### src/cfvg_pkg.sv
// ----------------------------------------------------------------------------
// cfvg_pkg
// Shared constants, types and the CORDIC arctangent table of the fan vertex
// generator.
// ----------------------------------------------------------------------------
package cfvg_pkg;

  localparam int unsigned SegmentBitsDef  = 12;
  localparam int unsigned CordicStagesDef = 16;
  localparam int unsigned AtanEntries     = 24;
  localparam int unsigned QueueDepth      = 4;

  localparam logic [1:0] RegRadius  = 2'd0;
  localparam logic [1:0] RegSegs    = 2'd1;
  localparam logic [1:0] RegStart   = 2'd2;
  localparam logic [1:0] RegSweep   = 2'd3;

  localparam logic signed [33:0] GainQ30 = 34'sd652032874;
  localparam logic signed [33:0] OneQ30  = 34'sd1073741824;

  // Vertex class decided by the front end
  typedef enum logic [1:0] {
    VtxCenter = 2'd0,
    VtxRim    = 2'd1,
    VtxOutside = 2'd2
  } vtx_kind_e;

  function automatic logic [31:0] atan_turn(input int unsigned idx);
    logic [31:0] tab [AtanEntries];
    tab = '{32'h20000000, 32'h12E4051D, 32'h09FB385B, 32'h051111D4,
            32'h028B0D43, 32'h0145D7E1, 32'h00A2F61E, 32'h00517C55,
            32'h0028BE53, 32'h00145F2E, 32'h000A2F98, 32'h000517CC,
            32'h00028BE6, 32'h000145F3, 32'h0000A2F9, 32'h0000517C,
            32'h000028BE, 32'h0000145F, 32'h00000A2F, 32'h00000517,
            32'h0000028B, 32'h00000145, 32'h000000A2, 32'h00000051};
    return tab[idx];
  endfunction

endpackage

### src/cfvg_front.sv
// ----------------------------------------------------------------------------
// cfvg_front
// Classifies a vertex number and computes its angle offset as
// (k-1)*sweep/segs with a pipelined restoring divider, one quotient bit a
// stage.
// ----------------------------------------------------------------------------
module cfvg_front #(
  parameter int unsigned SegmentBits = cfvg_pkg::SegmentBitsDef
) (
  input  logic                   clk_i,
  input  logic                   rst_ni,
  input  logic                   in_valid_i,
  input  logic [SegmentBits:0]   vertex_number_i,
  input  logic [SegmentBits-1:0] segment_count_i,
  input  logic [15:0]            start_angle_i,
  input  logic [16:0]            sweep_angle_i,
  output logic                   out_valid_o,
  output cfvg_pkg::vtx_kind_e    out_kind_o,
  output logic [15:0]            out_angle_o
);

  localparam int unsigned PW = SegmentBits + 17;   // product width
  localparam int unsigned NS = PW;                 // one stage per quotient bit

  logic [SegmentBits-1:0] segs;
  logic [SegmentBits:0]   k_m1;
  logic                   outside;

  always_comb begin
    segs    = (segment_count_i < SegmentBits'(3)) ? SegmentBits'(3) : segment_count_i;
    k_m1    = vertex_number_i - 1'b1;
    outside = ({1'b0, vertex_number_i} > ({2'b00, segs} + (SegmentBits+2)'(1)));
  end

  // Multiply stage
  logic                   m_valid_q;
  cfvg_pkg::vtx_kind_e    m_kind_q;
  logic [PW-1:0]          m_prod_q;
  logic [SegmentBits-1:0] m_segs_q;
  logic [15:0]            m_start_q;

  always_ff @(posedge clk_i or negedge rst_ni) begin
    if (!rst_ni) begin
      m_valid_q <= 1'b0;
    end else begin
      m_valid_q <= in_valid_i;
    end
  end

  always_ff @(posedge clk_i) begin
    if (vertex_number_i == '0) m_kind_q <= cfvg_pkg::VtxCenter;
    else if (outside)          m_kind_q <= cfvg_pkg::VtxOutside;
    else                       m_kind_q <= cfvg_pkg::VtxRim;
    m_prod_q  <= PW'(k_m1) * PW'(sweep_angle_i);
    m_segs_q  <= segs;
    m_start_q <= start_angle_i;
  end

  // Divider stages: stage i produces quotient bit NS-1-i
  logic                   d_valid_q [NS+1];
  cfvg_pkg::vtx_kind_e    d_kind_q  [NS+1];
  logic [PW-1:0]          d_num_q   [NS+1];
  logic [SegmentBits:0]   d_rem_q   [NS+1];
  logic [PW-1:0]          d_quo_q   [NS+1];
  logic [SegmentBits-1:0] d_segs_q  [NS+1];
  logic [15:0]            d_start_q [NS+1];

  always_comb begin
    d_valid_q[0] = m_valid_q;
    d_kind_q[0]  = m_kind_q;
    d_num_q[0]   = m_prod_q;
    d_rem_q[0]   = '0;
    d_quo_q[0]   = '0;
    d_segs_q[0]  = m_segs_q;
    d_start_q[0] = m_start_q;
  end

  for (genvar i = 0; i < NS; i++) begin : g_div
    logic [SegmentBits+1:0] trial;
    logic [SegmentBits+1:0] diff;
    assign trial = {d_rem_q[i], d_num_q[i][PW-1]};
    assign diff  = trial - {2'b00, d_segs_q[i]};

    always_ff @(posedge clk_i or negedge rst_ni) begin
      if (!rst_ni) begin
        d_valid_q[i+1] <= 1'b0;
      end else begin
        d_valid_q[i+1] <= d_valid_q[i];
      end
    end

    always_ff @(posedge clk_i) begin
      d_kind_q[i+1]  <= d_kind_q[i];
      d_num_q[i+1]   <= {d_num_q[i][PW-2:0], 1'b0};
      d_segs_q[i+1]  <= d_segs_q[i];
      d_start_q[i+1] <= d_start_q[i];
      if (!diff[SegmentBits+1]) begin
        d_rem_q[i+1] <= diff[SegmentBits:0];
        d_quo_q[i+1] <= {d_quo_q[i][PW-2:0], 1'b1};
      end else begin
        d_rem_q[i+1] <= trial[SegmentBits:0];
        d_quo_q[i+1] <= {d_quo_q[i][PW-2:0], 1'b0};
      end
    end
  end

  assign out_valid_o = d_valid_q[NS];
  assign out_kind_o  = d_kind_q[NS];
  assign out_angle_o = d_start_q[NS] + d_quo_q[NS][15:0];

endmodule

### config.mk
export PLATFORM = sky130hd
export DESIGN_NAME = cfvg_front
export DESIGN_NICKNAME = d
export VERILOG_FILES = /design/src/cfvg_pkg.sv /design/src/cfvg_front.sv
export SDC_FILE = /design/constraint.sdc
export NUM_CORES = 2
export LEC_CHECK = 0
export BUFFER_PORTS_ARGS = -buffer_cell sky130_fd_sc_hd__buf_2
export CAP_MARGIN = 20
export CORE_UTILIZATION = 40
export DETAILED_ROUTE_END_ITERATION = 7
export GPL_ROUTABILITY_DRIVEN = 0
export PLACE_DENSITY = 0.62
export RECOVER_POWER = 50
export SYNTH_ARGS = -nofsm -noshare
export SYNTH_HDL_FRONTEND = slang
export SYNTH_SLANG_ARGS = --single-unit
### constraint.sdc
create_clock -name clk_i -period 4.91 [get_ports clk_i]
set_clock_uncertainty 0.05 [all_clocks]
set_input_delay 0.982 -clock clk_i [delete_from_list [all_inputs] [get_ports clk_i]]
set_output_delay 0.982 -clock clk_i [all_outputs]
set_load 0.01 [all_outputs]
# Word level (Yosys, flattened, before mapping)
# Cells that the tools add are included.
[op_classes]
reduce_logical = 1
mul = 1
n_addsub = 32
muxes = 46
bitwise_logic = 0
eq_ne = 0
n_div = 0
shift = 0
magnitude_cmp = 2
[ops]
columns = ["op", "count"]
rows = [
  ["$sub A14 B12 Y14", 28],
  ["$mux W13", 27],
  ["$mul A13 B17 Y29", 1],
  ["$mux W1", 17],
  ["$add A16 B16 Y16", 1],
  ["$add A12 B1 Y13 const B", 1],
  ["$gt A13 B13 Y1", 1],
  ["$logic_not A13 Y1", 1],
  ["$sub A1 B12 Y13", 1],
  ["$sub A13 B1 Y13 const B", 1],
  ["$lt A12 B2 Y1 const B", 1],
  ["$mux W12", 1],
  ["$mux W2", 1],
]
[word_totals]
output_inout_bits = 19
mem_bits_rw = 0
input_bits = 61
n_memories = 0
latch_bits = 0
elab_cells = 275
regBits = 1853
romBits = 0

# Logic depth before layout (Yosys ltp)
[logic_depth]
word_depth = 5
ltp_mapped = 27
depth_no_buf = 26

# Least setup slack after synthesis
# No wires, ideal clock.
[synth_path]
kind = "input -> register"
startpoint = "in vertex_number_i[2]"
endpoint = "reg m_prod_q[25] (netlist name)"
t_required_ps = 4788
setup_ps = 72
arrival_time_ps = 6929
stages = 25
slack_ps = -2141
path_buffers = 1
path_cell_list = "nor3_1 > and3_1 > nand2_1 > or3_1 > xnor2_1 > clkbuf_1 > nand2_1 > fa_1 > fa_1 > fa_1 > inv_1 > fa_1 > inv_1 > fa_1 > inv_1 > ha_1 > a211oi_1 > nor2_1 > nor2_1 > o31ai_1 > a2111oi_1 > o311ai_1 > a31o_2 > a21oi_1 > xnor2_1"
[synth_via]
elab_chain_cells = 2
[synth_rtl]
columns = ["element", "line_no", "rtl"]
rows = [
  ["from (decl)", "cfvg_front.sv:13", "input logic [SegmentBits:0] vertex_number_i,"],
  ["$sub A13 B1 Y13", "cfvg_front.sv:31", "k_m1 = vertex_number_i - 1'b1;"],
  ["$mul A13 B17 Y29", "cfvg_front.sv:54", "m_prod_q <= PW'(k_m1) * PW'(sweep_angle_i);"],
]
# No other way between the ends.
# A chain may end at the register's enable or synchronous reset.

# Worst setup path after layout
[layout_path]
startpoint = "in vertex_number_i[3]"
endpoint = "reg m_prod_q[25] (netlist name)"
[layout_via]
elab_chain_cells = 2
[layout_rtl]
columns = ["element", "line_no"]
rows = [
  ["$sub A13 B1 Y13", "cfvg_front.sv:31"],
  ["$mul A13 B17 Y29", "cfvg_front.sv:54"],
]
# No other way between the ends.

==> impl_metrics.yaml <==
status:
  outcome: "finished, violations left"
  violations: "negative setup slack"
cells_and_area:
  n_fill_cell: 14640
  finalCoreUtilization_pct: 47.32
  drive_gt1_share_pct: 15.12
  antenna_cells: 0
  area_growth_pct: 17.29
  nNetsFinal: 6744
routing:
  finalWirelength_mm: 103.4
  drt_pass1_iterations: 5
  drtAntennaViolNets: 0
  num_vias: 38230
  post_drt_wl_per_cell_microns: 12.35
  drc: 0
  drtIter0Drc: 1338
  vias_per_cell: 4.566
grt:
  track_usage_pct: 12.57
  grt_pass1_vias: 40010
  grt_pass1_wl_mm: 176.9
  gr-total-overflow: 0
  grt_max_degree: 31
  antenna_found_initial: 1
worst_hold_path:
  hp-class: "in2async"
cts:
  clockRootBuffer: "clkbuf_16"
  clk_latency_ps: 790
  path_clk_slew_ps: 60
  clock_sinks: 1853
  ctsHoldBuffers: 0
  numCtsBuffers: 178
  clockBufferDepth: 3
  cts_tree: "done"
  htree_levels: 4
placed_design:
  portBuffers: 79
  pre_cts_ws_ps: -2144
  hpwl_mm: 76.38
critical_path:
  cp-end-kind: "flop"
  critPathBufInv: 5
  slowest_stage: "fa_1"
  worstPathRequired_ps: 5550
  critical_path_depth: 26
  path_common_cell: "fa_1"
  cp.arrival_ps: 6780
  cp_max_fo: 5
  r2r_end: "d_rem_q[262]"
  ff2ff_setup_slack_ps: 1400
  setup.worst_path.class: "in2reg"
  critical-path-top-delay-family: "adder cells"
  crit_path_start_kind: "input port"
  r2r-start: "d_segs_q[253]"
  max_stage_delay_ps: 510
  reg2regPathDepth: 11
yosys:
  ys_types: 81
  syn_area_per_cell_sq_um: 11.60
  seq_area_frac_synth_pct: 56.65
  synth_ff_type: "dfxtp_1"
  ys_ff_latch: 1853
  synth_edf_count: 0
  synth_warnings: 0
  syn_inst: 5669
  netlist_area_sq_um: 65750
  synthArstFlopShare_pct: 1.619
sta:
  rsz0062_at_grt: "yes"
  fin_crit_sh_pct: 125.1
  post-route-min-period_ps: 6140
  finalHoldViolCount: 0
  setup_viol_count_final: 19
  tightest_slew_ps: 963.1
  max_freq_ghz: 0.1629
  maxSlewHeadroom_pct: 35.47
  setup_slack_ps: -1230
  slew_viol_final: 0
floorplan:
  io_pins: 80
  die_h_microns: 407.4
  initial_core_util_pct: 40.35
  die_x_microns: 407.4
  dieArea_sq_um: 166000
  core_area_sq_um: 163000
  row_count: 148
pwr:
  leakage_nw: 35.03
  ir_worst_vdd_uv: 849.0
  power.density_nw_per_um2: 784.7
job:
  maxCapViolCount: 0
==> layout make-up <==
type / count / area (sq um) / area share, %
Tap cell: 2175 / 2721 / 3.529
Multi-Input combinational cell: 3068 / 26210 / 33.99
Clock inverter: 75 / 1254 / 1.626
Timing Repair Buffer: 283 / 2156 / 2.796
Inverter: 668 / 2510 / 3.255
Clock buffer: 251 / 5020 / 6.509
Sequential cell: 1853 / 37250 / 48.30
==> worst max-delay path by stage <==
stage | start | endpoint | slack (ps)
after global placement | vertex_number_i[2] | m_prod_q[26] | -2060
after detailed placement | vertex_number_i[2] | m_prod_q[24] | -2140
after floorplan | vertex_number_i[2] | m_prod_q[25] | -1580
after CTS | vertex_number_i[4] | m_prod_q[26] | -1120
final | vertex_number_i[3] | m_prod_q[25] | -1230
after global routing | vertex_number_i[3] | m_prod_q[24] | -1380
==> metrics by stage <==
stage	hold WS (ps)	instance area [sq um]	TNS, ps	power (mW)	cells
after global placement	259.6	70160	-33700	44.42	8016
final	150.6	77120	-17240	60.51	8373
after detailed placement	262.1	70160	-35340	45.15	8016
after CTS	81.19	76780	-14200	60.53	8360
after global routing	142.3	77120	-19550	65.09	8373
after floorplan	259.6	66100	-21520	39.03	5674
==> what timing repair did <==
action	in CTS	in global routing
setup buffers	20	11
cloned	0	1
hold endpoints to repair	0	0
setup endpoints to repair	19	21
pin swaps	32	34
gates resized for setup	50	59
==> registers in the layout (all words and copies together) (netlist names), 2 cells and up <==
| name | cells |
|---|---|
| d_kind_q | 56 |
| out_kind_o | 2 |
| m_start_q | 16 |
| d_quo_q | 136 |
| d_num_q | 406 |
| d_valid_q | 28 |
| d_segs_q | 336 |
| d_rem_q | 364 |
| m_prod_q | 29 |
| d_start_q | 464 |
| m_segs_q | 12 |
| m_kind_q | 2 |
==> cells in the mapped netlist, types with 59 or more instances <==
library cell,instances,share of area [%]
nor2_1,289,1.6
nor3_1,87,0.66
nor2b_1,118,1.1
mux2i_1,82,1.2
nand3_1,77,0.59
mux2_2,164,2.8
and2_1,76,0.72
xnor2_1,189,2.5
a21o_1,60,0.69
xor2_1,59,0.79
fa_1,192,5.8
dfxtp_1,1823,56
o21a_1,66,0.75
ha_1,439,8.4
inv_1,668,3.8
nand2_1,269,1.5
o21ai_0,196,1.5
a21oi_1,177,1.3
==> routing by layer <==
metal,GRT usage (%),part of all wire (%)
met1,12.33,39
met2,24.60,54
met3,2.592,3.3
met4,6.216,4.2
met5,0,0.0087
==> cells by family (layout without fill, tap and decap cells) <==
kind of cell,count (synthesis),after routing,synth area share (%)
other,1,6,0.005704
and+or+nand+nor,1124,1124,8.419
AOI/OAI and AO/OA,748,748,7.511
buffers and inverters,753,1277,4.438
xor gates and xnor gates,250,250,3.353
DFF,1853,1853,56.65
muxes,309,309,5.422
adders and majority gates,631,631,14.20
==> power breakdown <==
part	switching (mW)	total [mW]	leakage, nW	internal, mW
Combinational	12.2	25.4	16.3	13.2
Sequential	1.56	21.1	15.7	19.6
Clock	5.74	14.0	3.02	8.30
==> cell usage in the layout (no fill, tap or decap), types with 14 or more instances in the layout <==
cell type	Yosys	layout
dfxtp_1	1823	1823
inv_1	668	653
ha_1	439	423
nor2_1	289	280
nand2_1	269	259
o21ai_0	196	191
fa_1	192	187
xnor2_1	189	185
clkbuf_16	0	180
buf_4	2	173
a21oi_1	177	172
mux2_2	164	164
nor2b_1	118	118
nor3_1	87	84
mux2i_1	82	82
nand3_1	77	76
and2_1	76	74
buf_2	19	65
o21a_1	66	64
a21o_1	60	60
a21boi_0	57	57
xor2_1	59	55
clkbuf_1	52	55
mux2_4	50	50
or3_1	48	46
and3_1	32	31
or4_1	31	31
dfrtp_1	30	30
nand2b_1	28	28
clkbuf_8	0	27
or2_2	27	25
clkinv_2	0	24
o41ai_1	23	23
buf_6	8	23
a211oi_1	24	21
bufinv_16	0	20
a31oi_1	19	18
a21bo_2	16	16
a22o_1	16	16
inv_2	0	14
No activity file was read; power rests on OpenSTA's default activity.
