[config.mk]
export PLATFORM = sky130hd
export DESIGN_NAME = cfvg_queue
export DESIGN_NICKNAME = d
export VERILOG_FILES = /design/src/cfvg_pkg.sv /design/src/cfvg_queue.sv
export SDC_FILE = /design/constraint.sdc
export NUM_CORES = 1
export LEC_CHECK = 0
export BUFFER_PORTS_ARGS = -buffer_cell sky130_fd_sc_hd__clkbuf_2
export CAP_MARGIN = 10
export CORE_MARGIN = 5
export CORE_UTILIZATION = 60
export CTS_CLUSTER_DIAMETER = 50
export DETAILED_ROUTE_END_ITERATION = 6
export PLACE_DENSITY = 0.83
export SLEW_MARGIN = 5
export SYNTH_ARGS = -nofsm -noshare
export SYNTH_HDL_FRONTEND = slang
export SYNTH_SLANG_ARGS = --single-unit
[constraint.sdc]
create_clock -name clk_i -period 2.75 [get_ports clk_i]
set_input_delay 0.55 -clock clk_i [delete_from_list [all_inputs] [get_ports clk_i]]
set_output_delay 0.55 -clock clk_i [all_outputs]
set_load 0.005 [all_outputs]
[src/cfvg_pkg.sv]
// ----------------------------------------------------------------------------
// cfvg_pkg
// Shared constants, types and the CORDIC arctangent table of the fan vertex
// generator.
// ----------------------------------------------------------------------------
package cfvg_pkg;

  localparam int unsigned SegmentBitsDef  = 12;
  localparam int unsigned CordicStagesDef = 16;
  localparam int unsigned AtanEntries     = 24;
  localparam int unsigned QueueDepth      = 4;

  localparam logic [1:0] RegRadius  = 2'd0;
  localparam logic [1:0] RegSegs    = 2'd1;
  localparam logic [1:0] RegStart   = 2'd2;
  localparam logic [1:0] RegSweep   = 2'd3;

  localparam logic signed [33:0] GainQ30 = 34'sd652032874;
  localparam logic signed [33:0] OneQ30  = 34'sd1073741824;

  // Vertex class decided by the front end
  typedef enum logic [1:0] {
    VtxCenter = 2'd0,
    VtxRim    = 2'd1,
    VtxOutside = 2'd2
  } vtx_kind_e;

  function automatic logic [31:0] atan_turn(input int unsigned idx);
    logic [31:0] tab [AtanEntries];
    tab = '{32'h20000000, 32'h12E4051D, 32'h09FB385B, 32'h051111D4,
            32'h028B0D43, 32'h0145D7E1, 32'h00A2F61E, 32'h00517C55,
            32'h0028BE53, 32'h00145F2E, 32'h000A2F98, 32'h000517CC,
            32'h00028BE6, 32'h000145F3, 32'h0000A2F9, 32'h0000517C,
            32'h000028BE, 32'h0000145F, 32'h00000A2F, 32'h00000517,
            32'h0000028B, 32'h00000145, 32'h000000A2, 32'h00000051};
    return tab[idx];
  endfunction

endpackage

[src/cfvg_queue.sv]
// ----------------------------------------------------------------------------
// cfvg_queue
// Short FIFO between the angle front end and the CORDIC back end.
// ----------------------------------------------------------------------------
module cfvg_queue #(
  parameter int unsigned Width = 18,
  parameter int unsigned Depth = cfvg_pkg::QueueDepth
) (
  input  logic             clk_i,
  input  logic             rst_ni,
  input  logic             push_i,
  input  logic [Width-1:0] push_data_i,
  input  logic             pop_i,
  output logic             empty_o,
  output logic [Width-1:0] pop_data_o
);

  localparam int unsigned AW = (Depth > 1) ? $clog2(Depth) : 1;

  logic [Width-1:0] mem_q [Depth];
  logic [AW-1:0]    wr_q, rd_q;
  logic [AW:0]      cnt_q;

  always_ff @(posedge clk_i or negedge rst_ni) begin
    if (!rst_ni) begin
      wr_q  <= '0;
      rd_q  <= '0;
      cnt_q <= '0;
    end else begin
      if (push_i) wr_q <= (wr_q == AW'(Depth-1)) ? '0 : wr_q + 1'b1;
      if (pop_i)  rd_q <= (rd_q == AW'(Depth-1)) ? '0 : rd_q + 1'b1;
      cnt_q <= cnt_q + (AW+1)'(push_i) - (AW+1)'(pop_i);
    end
  end

  always_ff @(posedge clk_i) begin
    if (push_i) mem_q[wr_q] <= push_data_i;
  end

  assign empty_o    = (cnt_q == '0);
  assign pop_data_o = mem_q[rd_q];

endmodule

-- Word-level counts from Yosys, hierarchy flattened
Memories as Yosys holds them, arrays and structs flattened.
Cells that the tools add are included.
- equal/unequal tests: 2
- mux-type cells: 4
- add/sub/neg operators: 4
- reductions and logical operators: 1
- operators with widths (cell ; number):
    2-bit by 1-bit adder with 2-bit output, second input constant ; 2
    2-bit equality test, second input constant ; 2
    2-bit two-way mux ; 2
    3-bit by 1-bit adder with 3-bit output ; 1
    3-bit logical NOT ; 1
    3-bit by 1-bit subtractor with 3-bit output ; 1
    1-bit two-way mux ; 2
- flip-flop bits (word level): 7
- bits in writable memories: 72
- bits of input ports: 22
- memories kept: 1
- memory list (name ; depth ; bits a word ; read ports ; clocked after Yosys merged registers in ; write ports ; line ; RTL):
    mem_q ; 4 ; 18 ; 1 ; 0 ; 1 ; cfvg_queue.sv:20 ; logic [Width-1:0] mem_q [Depth];

-- Longest topological paths before layout
Gate-level depths: netlist of run 1.
- depth in word-level cells: 2
- mapped depth: 8

-- Worst setup path before layout of run 1
No wires, ideal clock.
- path type: input to register
- start point: input pop_i
- end point: register cnt_q[2]
- arrival: 1.647 ns
- data required time: 2.626 ns
- stages: 7
- slack: 0.979 ns
- setup time: 0.124 ns
- path through: ha_1 inv_1 ha_1 inv_1 fa_1 xnor2_1 xnor2_1
- word-level cells in the longest chain between the ends: 1
- RTL lines (element ; line ; RTL):
    start: declaration ; cfvg_queue.sv:13 ; input logic pop_i,
    3-bit by 1-bit subtractor with 3-bit output ; cfvg_queue.sv:32 ; cnt_q <= cnt_q + (AW+1)'(push_i) - (AW+1)'(pop_i);
    end signal: assignment ; cfvg_queue.sv:32 ;
    end: declaration ; cfvg_queue.sv:22 ; logic [AW:0] cnt_q;
No other way between the ends.
A chain may end at the register's enable or synchronous reset.

-- Worst setup path in the final report of run 1
- start point: register rd_q[0]
- end point: output pop_data_o[13]
- word-level cells in the longest chain between the ends: 1
- RTL lines (element ; line ; RTL):
    start: declaration ; cfvg_queue.sv:21 ; logic [AW-1:0] wr_q, rd_q;
    start signal: assignment ; cfvg_queue.sv:31 ; if (pop_i) rd_q <= (rd_q == AW'(Depth-1)) ? '0 : rd_q + 1'b1;
    memory 4 x 18 bit ; -- ;
    end: declaration ; cfvg_queue.sv:15 ; output logic [Width-1:0] pop_data_o
No other way between the ends.

==> results of run 1 <==
[cell type report]
cell class,instances,area share [%]
Sequential cell,79,67.0
Multi-Input combinational cell,40,17.5
Timing Repair Buffer,46,7.04
Clock buffer,10,3.66
Tap cell,67,2.40
Clock inverter,5,1.72
Inverter,6,0.646
[logic make-up (layout without fill, tap and decap cells)]
logic type | after synthesis | count (layout) | share of synthesized area (%)
DFF | 79 | 79 | 77.8
muxes | 20 | 20 | 14.2
buffers and inverters | 10 | 67 | 1.92
adders and majority gates | 8 | 8 | 3.58
and+or+nand+nor | 8 | 8 | 1.54
AOI/OAI and AO/OA | 2 | 2 | 0.333
xor gates and xnor gates | 2 | 2 | 0.583
[power by group through the flow]
| stage | logic [mW] | clock network, mW | registers [mW] |
|---|---|---|---|
| finish | 0.970 | 0.803 | 1.63 |
| global placement | 0.970 | 0 | 1.64 |
| CTS | 1.00 | 0.814 | 1.64 |
| floorplan | 0.682 | 0 | 1.64 |
| detailed placement | 1.00 | 0 | 1.66 |
| global route | 1.09 | 0.875 | 1.66 |
[worst paths after layout]
path / from / to / slack, ps / depth (start not counted)
setup / recovery: rd_q[0] / pop_data_o[13] / 440 / 3
hold reg to reg: rd_q[1] / rd_q[1] / 540 / 1
hold / removal: rst_ni / wr_q[1] / 40 / 1
setup reg to reg: cnt_q[0] / cnt_q[2] / 1090 / 8
min in group clk_i: push_data_i[1] / mem_q[0][1] / 420 / 1
max in group asynchronous: rst_ni / cnt_q[0] / 2550 / 1
[through the flow]
stage | util (%) | instance area (um2) | setup WS, ps | power (mW) | hold WS (ps)
2_1_floorplan | - | 3000 | 979 | 2.32 | 254
3_3_place_gp | 68.9 | 3300 | 777 | 2.61 | 389
3_5_place_dp | 68.9 | 3300 | 756 | 2.67 | 397
4_1_cts | 72.8 | 3490 | 384 | 3.46 | 31.9
5_1_grt | 72.8 | 3490 | 279 | 3.62 | 35.8
6_report | 72.8 | 3490 | 436 | 3.41 | 39.2
[synth_stat cells (all sizes together)]
cell / count / share of area [%]
nor2: 1 / 0.12
edfxtp: 72 / 72
dfrtp: 7 / 5.8
ha: 7 / 2.9
mux4: 18 / 13
o21ai: 2 / 0.33
and2: 4 / 0.83
mux2: 2 / 0.75
buf: 4 / 1.2
nand2: 1 / 0.12
nor3: 1 / 0.17
fa: 1 / 0.67
xnor2: 2 / 0.58
or3b: 1 / 0.29
inv: 6 / 0.75
[worst reg2reg max path, stage by stage (launching register included)]
cell and delay [ps]:
dfrtp_1 350, inv_1 50, ha_1 270, inv_1 60, ha_1 120, inv_1 40, fa_1 370, xnor2_1 170
xnor2_1 140
[sequential cells by signal, indices dropped and copies added (netlist names)]
signal and flops:
rd_q 2, cnt_q 3, wr_q 2, mem_q 72
[layer usage]
layer  wire length [um]  vias to the layer above
li1                   -                      627
met1               1840                      702
met2               2420                       25
met3                171                        9
met4                 76                        0
met5                  0                        -
==> metrics.txt, run 1 <==
# TYPE chip_impl_metric gauge
chip_impl_info{name="start_kind",value="flop"} 1
chip_impl_metric{name="design.portCount",unit=""} 41
chip_impl_metric{name="fillCellCount",unit=""} 281
chip_impl_metric{name="drive_above_1_share",unit="%"} 43.5
chip_impl_info{name="crit_path_end_kind",value="primary output"} 1
chip_impl_metric{name="core_area",unit="um2"} 4790
chip_impl_metric{name="crit_fanout",unit=""} 18
chip_impl_metric{name="tns",unit="ps"} 0
chip_impl_metric{name="track_usage",unit="%"} 16.2
chip_impl_info{name="grt_setup_unrepaired",value="no"} 1
chip_impl_metric{name="share_comb_of_total_power",unit="%"} 28.5
chip_impl_metric{name="drc_violations_left",unit=""} 0
chip_impl_info{name="series_of_cell_instances_along_the_critical_path",value="buf_4, mux4_2, clkbuf_2"} 1
chip_impl_info{name="clock_tree_from_tritoncts",value="built"} 1
chip_impl_metric{name="antenna_found_initial",unit=""} 0
chip_impl_metric{name="multi_input_comb_area",unit="um2"} 609
chip_impl_metric{name="drt_pass1_iterations",unit=""} 2
chip_impl_metric{name="use_met3",unit="%"} 4.55
chip_impl_metric{name="cts_inserted_buffers",unit=""} 9
chip_impl_metric{name="post_drt_wl_per_cell",unit="um"} 17.8
chip_impl_metric{name="pin_count_of_the_biggest_net_entering_global_routing",unit=""} 19
chip_impl_metric{name="clock_tree.htree_level_count",unit=""} 3
chip_impl_metric{name="tightest_slew",unit="ps"} 344
chip_impl_metric{name="floorplan.die_area",unit="um2"} 6520
chip_impl_metric{name="drt_wl_total",unit="mm"} 4.51
chip_impl_metric{name="slew_headroom",unit="%"} 77.0
chip_impl_metric{name="postSynthAreaPerCell",unit="um2"} 23.3
chip_impl_info{name="timing.critical_path.slowest_stage_cell",value="mux4_2"} 1
chip_impl_metric{name="swShare",unit="%"} 27.2
chip_impl_metric{name="detailedRoute.firstIterationViolations",unit=""} 79
chip_impl_metric{name="ant_nets",unit=""} 0
chip_impl_metric{name="met1_usage",unit="%"} 20.0
chip_impl_metric{name="globalplace.congestion",unit=""} 0.653
chip_impl_metric{name="fin_skew",unit="ps"} 5.78
chip_impl_info{name="most-common-layout-cells",value="edfxtp_1 (72), clkbuf_2 (40), mux4_2 (18), clkbuf_8 (9)"} 1
chip_impl_metric{name="vias_per_cell",unit=""} 5.39
chip_impl_metric{name="initial_core_util",unit="%"} 62.8
chip_impl_metric{name="clock_insertion_delay_worst_skew",unit="ps"} 340
chip_impl_metric{name="synthesized_instance_count",unit=""} 129
chip_impl_metric{name="cap_viol_max_count",unit=""} 0
chip_impl_metric{name="clkSlewWorstSetupHoldPaths",unit="ps"} 70
chip_impl_metric{name="cts_buffer_depth",unit=""} 2
chip_impl_metric{name="share_clk_of_total_power",unit="%"} 23.6
chip_impl_metric{name="ys.warnings.count",unit=""} 0
chip_impl_info{name="delay_heaviest_family_cp",value="multiplexers"} 1
chip_impl_metric{name="global_route_wire_length_before_repair",unit="mm"} 7.42
chip_impl_metric{name="cp_data_arrival_time",unit="ps"} 1760
chip_impl_metric{name="finalSetupViolations",unit=""} 0
chip_impl_metric{name="vdd_drop_max",unit="mV"} 0.650
chip_impl_metric{name="leakagePower",unit="nW"} 1.26
chip_impl_metric{name="postCtsSetupBuffers",unit=""} 0
chip_impl_metric{name="layout_net_count",unit=""} 212
chip_impl_metric{name="post_synth_num_cell_types",unit=""} 17
chip_impl_metric{name="antenna_cells",unit=""} 0
chip_impl_info{name="run_status",value="complete, no violations"} 1
chip_impl_metric{name="numPlacedInstances",unit=""} 238
chip_impl_info{name="tightest_hold_check_type",value="input pin to asynchronous set/reset pin"} 1
chip_impl_metric{name="fmax",unit="GHz"} 0.432
chip_impl_metric{name="mappedNetlistNets",unit=""} 159
chip_impl_metric{name="postCtsResizedCells",unit=""} 0
chip_impl_metric{name="dieWidth",unit="um"} 80.8
chip_impl_info{name="grt-busiest-layer",value="met2"} 1
chip_impl_metric{name="dp_hpwl",unit="mm"} 3.01
chip_impl_info{name="clockRootBuffer",value="clkbuf_8"} 1
chip_impl_metric{name="critPathRequiredTime",unit="ps"} 2200
chip_impl_metric{name="grt.met2_usage",unit="%"} 27.0
chip_impl_metric{name="grt_overflow",unit=""} 0
chip_impl_metric{name="vias_in_the_first_global_route",unit=""} 1513
chip_impl_metric{name="sequential_cell_area",unit="um2"} 2340
chip_impl_metric{name="die-height",unit="um"} 80.8
chip_impl_metric{name="pwr-share-seq",unit="%"} 48.0
chip_impl_metric{name="power-per-cell-area",unit="nW/um2"} 977
chip_impl_metric{name="period_share",unit="%"} 84.1
chip_impl_metric{name="worstPathBufferInverterCount",unit=""} 2
chip_impl_metric{name="final-hold-violation-count",unit=""} 0
chip_impl_metric{name="finalCriticalPeriod",unit="ps"} 2310
chip_impl_metric{name="io_buffer_count",unit=""} 40
chip_impl_metric{name="cell_area_synth",unit="um2"} 3000
chip_impl_metric{name="cts.sinks",unit=""} 79
chip_impl_metric{name="post_route_non_filler_standard_cell_count",unit=""} 253
chip_impl_metric{name="placement_rows",unit=""} 25
chip_impl_metric{name="ys_ff_latch",unit=""} 79
chip_impl_metric{name="intPower",unit="mW"} 2.48
chip_impl_metric{name="final-max-slew-violation-count",unit=""} 0
chip_impl_info{name="most_common_library_cell_in_the_layout_ignoring_fill_and_taps",value="edfxtp_1"} 1
chip_impl_info{name="critPathKind",value="flop to primary output"} 1
chip_impl_metric{name="max_stage_delay",unit="ps"} 560
chip_impl_metric{name="total_switching_power",unit="mW"} 0.926
chip_impl_metric{name="post_cts_hold_buffer_count",unit=""} 0
chip_impl_metric{name="num_vias",unit=""} 1363
chip_impl_metric{name="syn2layout_area_growth",unit="%"} 16.0
chip_impl_metric{name="synth_sequential_area_ratio",unit="%"} 77.8
(Power assumes the default switching activity.)
==> run 2, diff against run 1 <==
--- a/config.mk
+++ b/config.mk
@@ -5,13 +5,14 @@
 export SDC_FILE = /design/constraint.sdc
 export NUM_CORES = 1
 export LEC_CHECK = 0
+export ABC_AREA = 1
 export BUFFER_PORTS_ARGS = -buffer_cell sky130_fd_sc_hd__clkbuf_2
 export CAP_MARGIN = 10
 export CORE_MARGIN = 5
-export CORE_UTILIZATION = 60
+export CORE_UTILIZATION = 57
 export CTS_CLUSTER_DIAMETER = 50
 export DETAILED_ROUTE_END_ITERATION = 6
-export PLACE_DENSITY = 0.83
+export PLACE_DENSITY = 0.78
 export SLEW_MARGIN = 5
 export SYNTH_ARGS = -nofsm -noshare
 export SYNTH_HDL_FRONTEND = slang
==> constraint.sdc (replaced) <==
create_clock -name clk_i -period 2.2 [get_ports clk_i]
set_input_delay 0.44 -clock clk_i [delete_from_list [all_inputs] [get_ports clk_i]]
set_output_delay 0.44 -clock clk_i [all_outputs]
set_load 0.005 [all_outputs]
==> run 2 against run 1 <==
Effect of this change:
- via count is 61% higher
- power is 36% higher
- non-clock buffer count is 1 higher
- clock-buffer cell count is 1 lower
- highest routed layer unchanged
==> metrics.txt, run 2 <==
# TYPE chip_impl_metric gauge
chip_impl_metric{name="ant_nets",unit=""} 0
chip_impl_info{name="rr_startpoint",value="cnt_q[0]"} 1
chip_impl_metric{name="ys_ff_latch",unit=""} 79
chip_impl_metric{name="detailedRoute.firstIterationViolations",unit=""} 152
chip_impl_metric{name="core_area",unit="um2"} 5920
chip_impl_metric{name="postCtsSetupBuffers",unit=""} 0
chip_impl_info{name="crit_path_start",value="rd_q[1]"} 1
chip_impl_metric{name="fmax",unit="GHz"} 0.483
chip_impl_metric{name="place_area",unit="um2"} 3720
chip_impl_info{name="critPathKind",value="flop to primary output"} 1
chip_impl_info{name="yosys-top-cells-area",value="edfxtp_1 (62%), nand2_1 (11%), inv_1 (9.2%)"} 1
chip_impl_metric{name="drt_wl_total",unit="mm"} 5.99
chip_impl_info{name="yosys.cell_count.top_type",value="nand2_1"} 1
chip_impl_metric{name="power-per-cell-area",unit="nW/um2"} 1180
chip_impl_info{name="clock_tree_from_tritoncts",value="built"} 1
chip_impl_metric{name="antenna_cells",unit=""} 0
chip_impl_metric{name="critical_path_depth",unit=""} 4
chip_impl_metric{name="cap_viol_max_count",unit=""} 0
chip_impl_info{name="most-common-layout-cells",value="nand2_1 (103), inv_1 (85), edfxtp_1 (72), clkbuf_2 (40), nand3_1 (37)"} 1
chip_impl_info{name="run_status",value="complete, no violations"} 1
chip_impl_metric{name="crit_fanout",unit=""} 11
chip_impl_metric{name="fillCellCount",unit=""} 437
chip_impl_metric{name="pin_count_of_the_biggest_net_entering_global_routing",unit=""} 39
chip_impl_metric{name="cts_buffer_depth",unit=""} 2
chip_impl_metric{name="io_buffer_count",unit=""} 40
chip_impl_metric{name="cts.sinks",unit=""} 79
chip_impl_info{name="series_of_cell_instances_along_the_critical_path",value="buf_4, nand3_1, nand2_1, clkbuf_2"} 1
chip_impl_info{name="commonest_cells_in_the_netlist",value="nand2_1 (103), inv_1 (85), edfxtp_1 (72), nand3_1 (37)"} 1
chip_impl_metric{name="clock_tree.htree_level_count",unit=""} 3
chip_impl_metric{name="tightest_slew",unit="ps"} 503
chip_impl_metric{name="post_drt_wl_per_cell",unit="um"} 13.1
chip_impl_metric{name="layout_net_count",unit=""} 409
chip_impl_info{name="start_kind",value="flop"} 1
chip_impl_metric{name="synth_top_cell_area_share",unit="%"} 62.5
chip_impl_metric{name="grt_overflow",unit=""} 0
chip_impl_metric{name="cts_inserted_buffers",unit=""} 9
chip_impl_info{name="synthDominantAreaCellType",value="edfxtp_1"} 1
chip_impl_metric{name="numPlacedInstances",unit=""} 442
chip_impl_metric{name="period_share",unit="%"} 94.1
chip_impl_metric{name="slew_headroom",unit="%"} 66.4
chip_impl_info{name="clockRootBuffer",value="clkbuf_8"} 1
chip_impl_info{name="layout_top_registers",value="mem_q: 72 flops, cnt_q: 3 flops"} 1
chip_impl_metric{name="cell_area_synth",unit="um2"} 3460
chip_impl_metric{name="leakagePower",unit="nW"} 1.93
chip_impl_info{name="grt_setup_unrepaired",value="no"} 1
chip_impl_metric{name="global_route_wire_length_before_repair",unit="mm"} 9.63
chip_impl_info{name="most_common_library_cell_in_the_layout_ignoring_fill_and_taps",value="nand2_1"} 1
chip_impl_metric{name="final-hold-violation-count",unit=""} 0
chip_impl_metric{name="fin_worst_hold_slack",unit="ps"} 306
chip_impl_metric{name="drive_above_1_share",unit="%"} 16.1
chip_impl_metric{name="final_core_util",unit="%"} 66.6
chip_impl_metric{name="ys.warnings.count",unit=""} 0
chip_impl_metric{name="reg2regPathDepth",unit=""} 8
chip_impl_metric{name="vdd_drop_max",unit="mV"} 0.980
chip_impl_metric{name="post_synth_num_cell_types",unit=""} 16
chip_impl_info{name="largest-register",value="mem_q"} 1
chip_impl_metric{name="synth_enable_flop_cells",unit=""} 72
chip_impl_metric{name="min_path_cells",unit=""} 1
chip_impl_metric{name="cp_data_arrival_time",unit="ps"} 1630
chip_impl_metric{name="postSynthAreaPerCell",unit="um2"} 10.5
chip_impl_metric{name="drt_pass1_iterations",unit=""} 4
chip_impl_metric{name="max_stage_delay",unit="ps"} 660
chip_impl_metric{name="clkSlewWorstSetupHoldPaths",unit="ps"} 80
chip_impl_metric{name="number_of_flip_flops_under_the_largest_register_name",unit=""} 72
chip_impl_metric{name="vias_per_cell",unit=""} 4.77
chip_impl_metric{name="final_critical_path_setup_slack",unit="ps"} 130
chip_impl_metric{name="dieWidth",unit="um"} 87.9
chip_impl_metric{name="placement_rows",unit=""} 28
chip_impl_metric{name="num_vias",unit=""} 2189
chip_impl_metric{name="final-max-slew-violation-count",unit=""} 0
chip_impl_metric{name="antenna_found_initial",unit=""} 0
chip_impl_metric{name="drc_violations_left",unit=""} 0
chip_impl_info{name="tightest_hold_check_type",value="input pin to flop"} 1
chip_impl_metric{name="dp_slack",unit="ps"} 480
chip_impl_info{name="synth_flop_cell",value="edfxtp_1"} 1
chip_impl_metric{name="finalCriticalPeriod",unit="ps"} 2070
chip_impl_metric{name="initial_core_util",unit="%"} 58.5
chip_impl_metric{name="track_usage",unit="%"} 16.9
chip_impl_metric{name="design.portCount",unit=""} 41
chip_impl_info{name="worst_hold_startpoint",value="push_data_i[16]"} 1
chip_impl_metric{name="fin_skew",unit="ps"} 5.14
chip_impl_metric{name="die-height",unit="um"} 87.9
chip_impl_metric{name="synthesized_instance_count",unit=""} 331
chip_impl_metric{name="globalplace.congestion",unit=""} 0.707
chip_impl_metric{name="worstPathBufferInverterCount",unit=""} 2
chip_impl_metric{name="asyncSetResetFlopFracSynth",unit="%"} 8.86
chip_impl_metric{name="clock_insertion_delay_worst_skew",unit="ps"} 340
chip_impl_metric{name="floorplan.die_area",unit="um2"} 7730
chip_impl_info{name="crit_path_end_kind",value="primary output"} 1
chip_impl_metric{name="critPathRequiredTime",unit="ps"} 1760
chip_impl_metric{name="synth_sequential_area_ratio",unit="%"} 67.5
chip_impl_metric{name="finalSetupViolations",unit=""} 0
chip_impl_metric{name="vias_in_the_first_global_route",unit=""} 2088
chip_impl_info{name="delay_heaviest_family_cp",value="flip-flops"} 1
chip_impl_info{name="timing.critical_path.slowest_stage_cell",value="dfrtp_1"} 1
chip_impl_metric{name="mappedNetlistNets",unit=""} 361
chip_impl_metric{name="post-layout-total-power",unit="mW"} 4.64
chip_impl_metric{name="post-route-cell-area",unit="um2"} 3940
chip_impl_metric{name="tns",unit="ps"} 0
chip_impl_metric{name="post_route_non_filler_standard_cell_count",unit=""} 459
chip_impl_metric{name="dp_hpwl",unit="mm"} 3.61
chip_impl_metric{name="syn2layout_area_growth",unit="%"} 13.8
==> run 2: worst paths after layout <==
check | end | slack [ps]
min reg2reg | wr_q[0] | 600
max | pop_data_o[4] | 130
max reg2reg | cnt_q[2] | 690
min in group asynchronous | rd_q[1] | 480
min | mem_q[0][16] | 310
max in group asynchronous | rd_q[0] | 1550
==> run 2: final cells by class <==
| type | instances | area [um2] | area share, % |
|---|---|---|---|
| sequential | 79 | 2340 | 59.3 |
| clock buffer | 9 | 124 | 3.14 |
| timing repair buffer | 47 | 255 | 6.48 |
| clock inverter | 7 | 87.6 | 2.22 |
| tap | 75 | 93.8 | 2.38 |
| inverter | 87 | 332 | 8.41 |
| multi-input combinational | 155 | 712 | 18.1 |
==> run 2: cells by family after synthesis <==
group / synth area share (%)
AO/OA/AOI/OAI: 0.578
AND/OR/NAND/NOR: 16.9
flip-flops: 67.5
adder cells (fa/ha/maj): 3.11
buffers and inverters: 11.9
==> run 2: power breakdown <==
group	total, mW	switching [mW]	internal (mW)	leakage [nW]
clock	1.13	0.504	0.629	0.100
combinational	1.44	0.918	0.527	1.08
sequential	2.07	0.127	1.94	0.745
==> run 2: metal layers <==
metal  part of all wire [%]  track usage [%]  routed length [um]
met4                    1.8             8.09                 109
met3                    6.0             3.95                 358
met2                     51             28.2                3050
met5                      0                0                   0
met1                     41             20.8                2470
==> run 2: repair_timing <==
| action | CTS | global route |
|---|---|---|
| setup endpoints to repair | 0 | 2 |
| hold buffers | 1 | 0 |
| gates resized for setup | 0 | 2 |
| hold endpoints to repair | 7 | 0 |
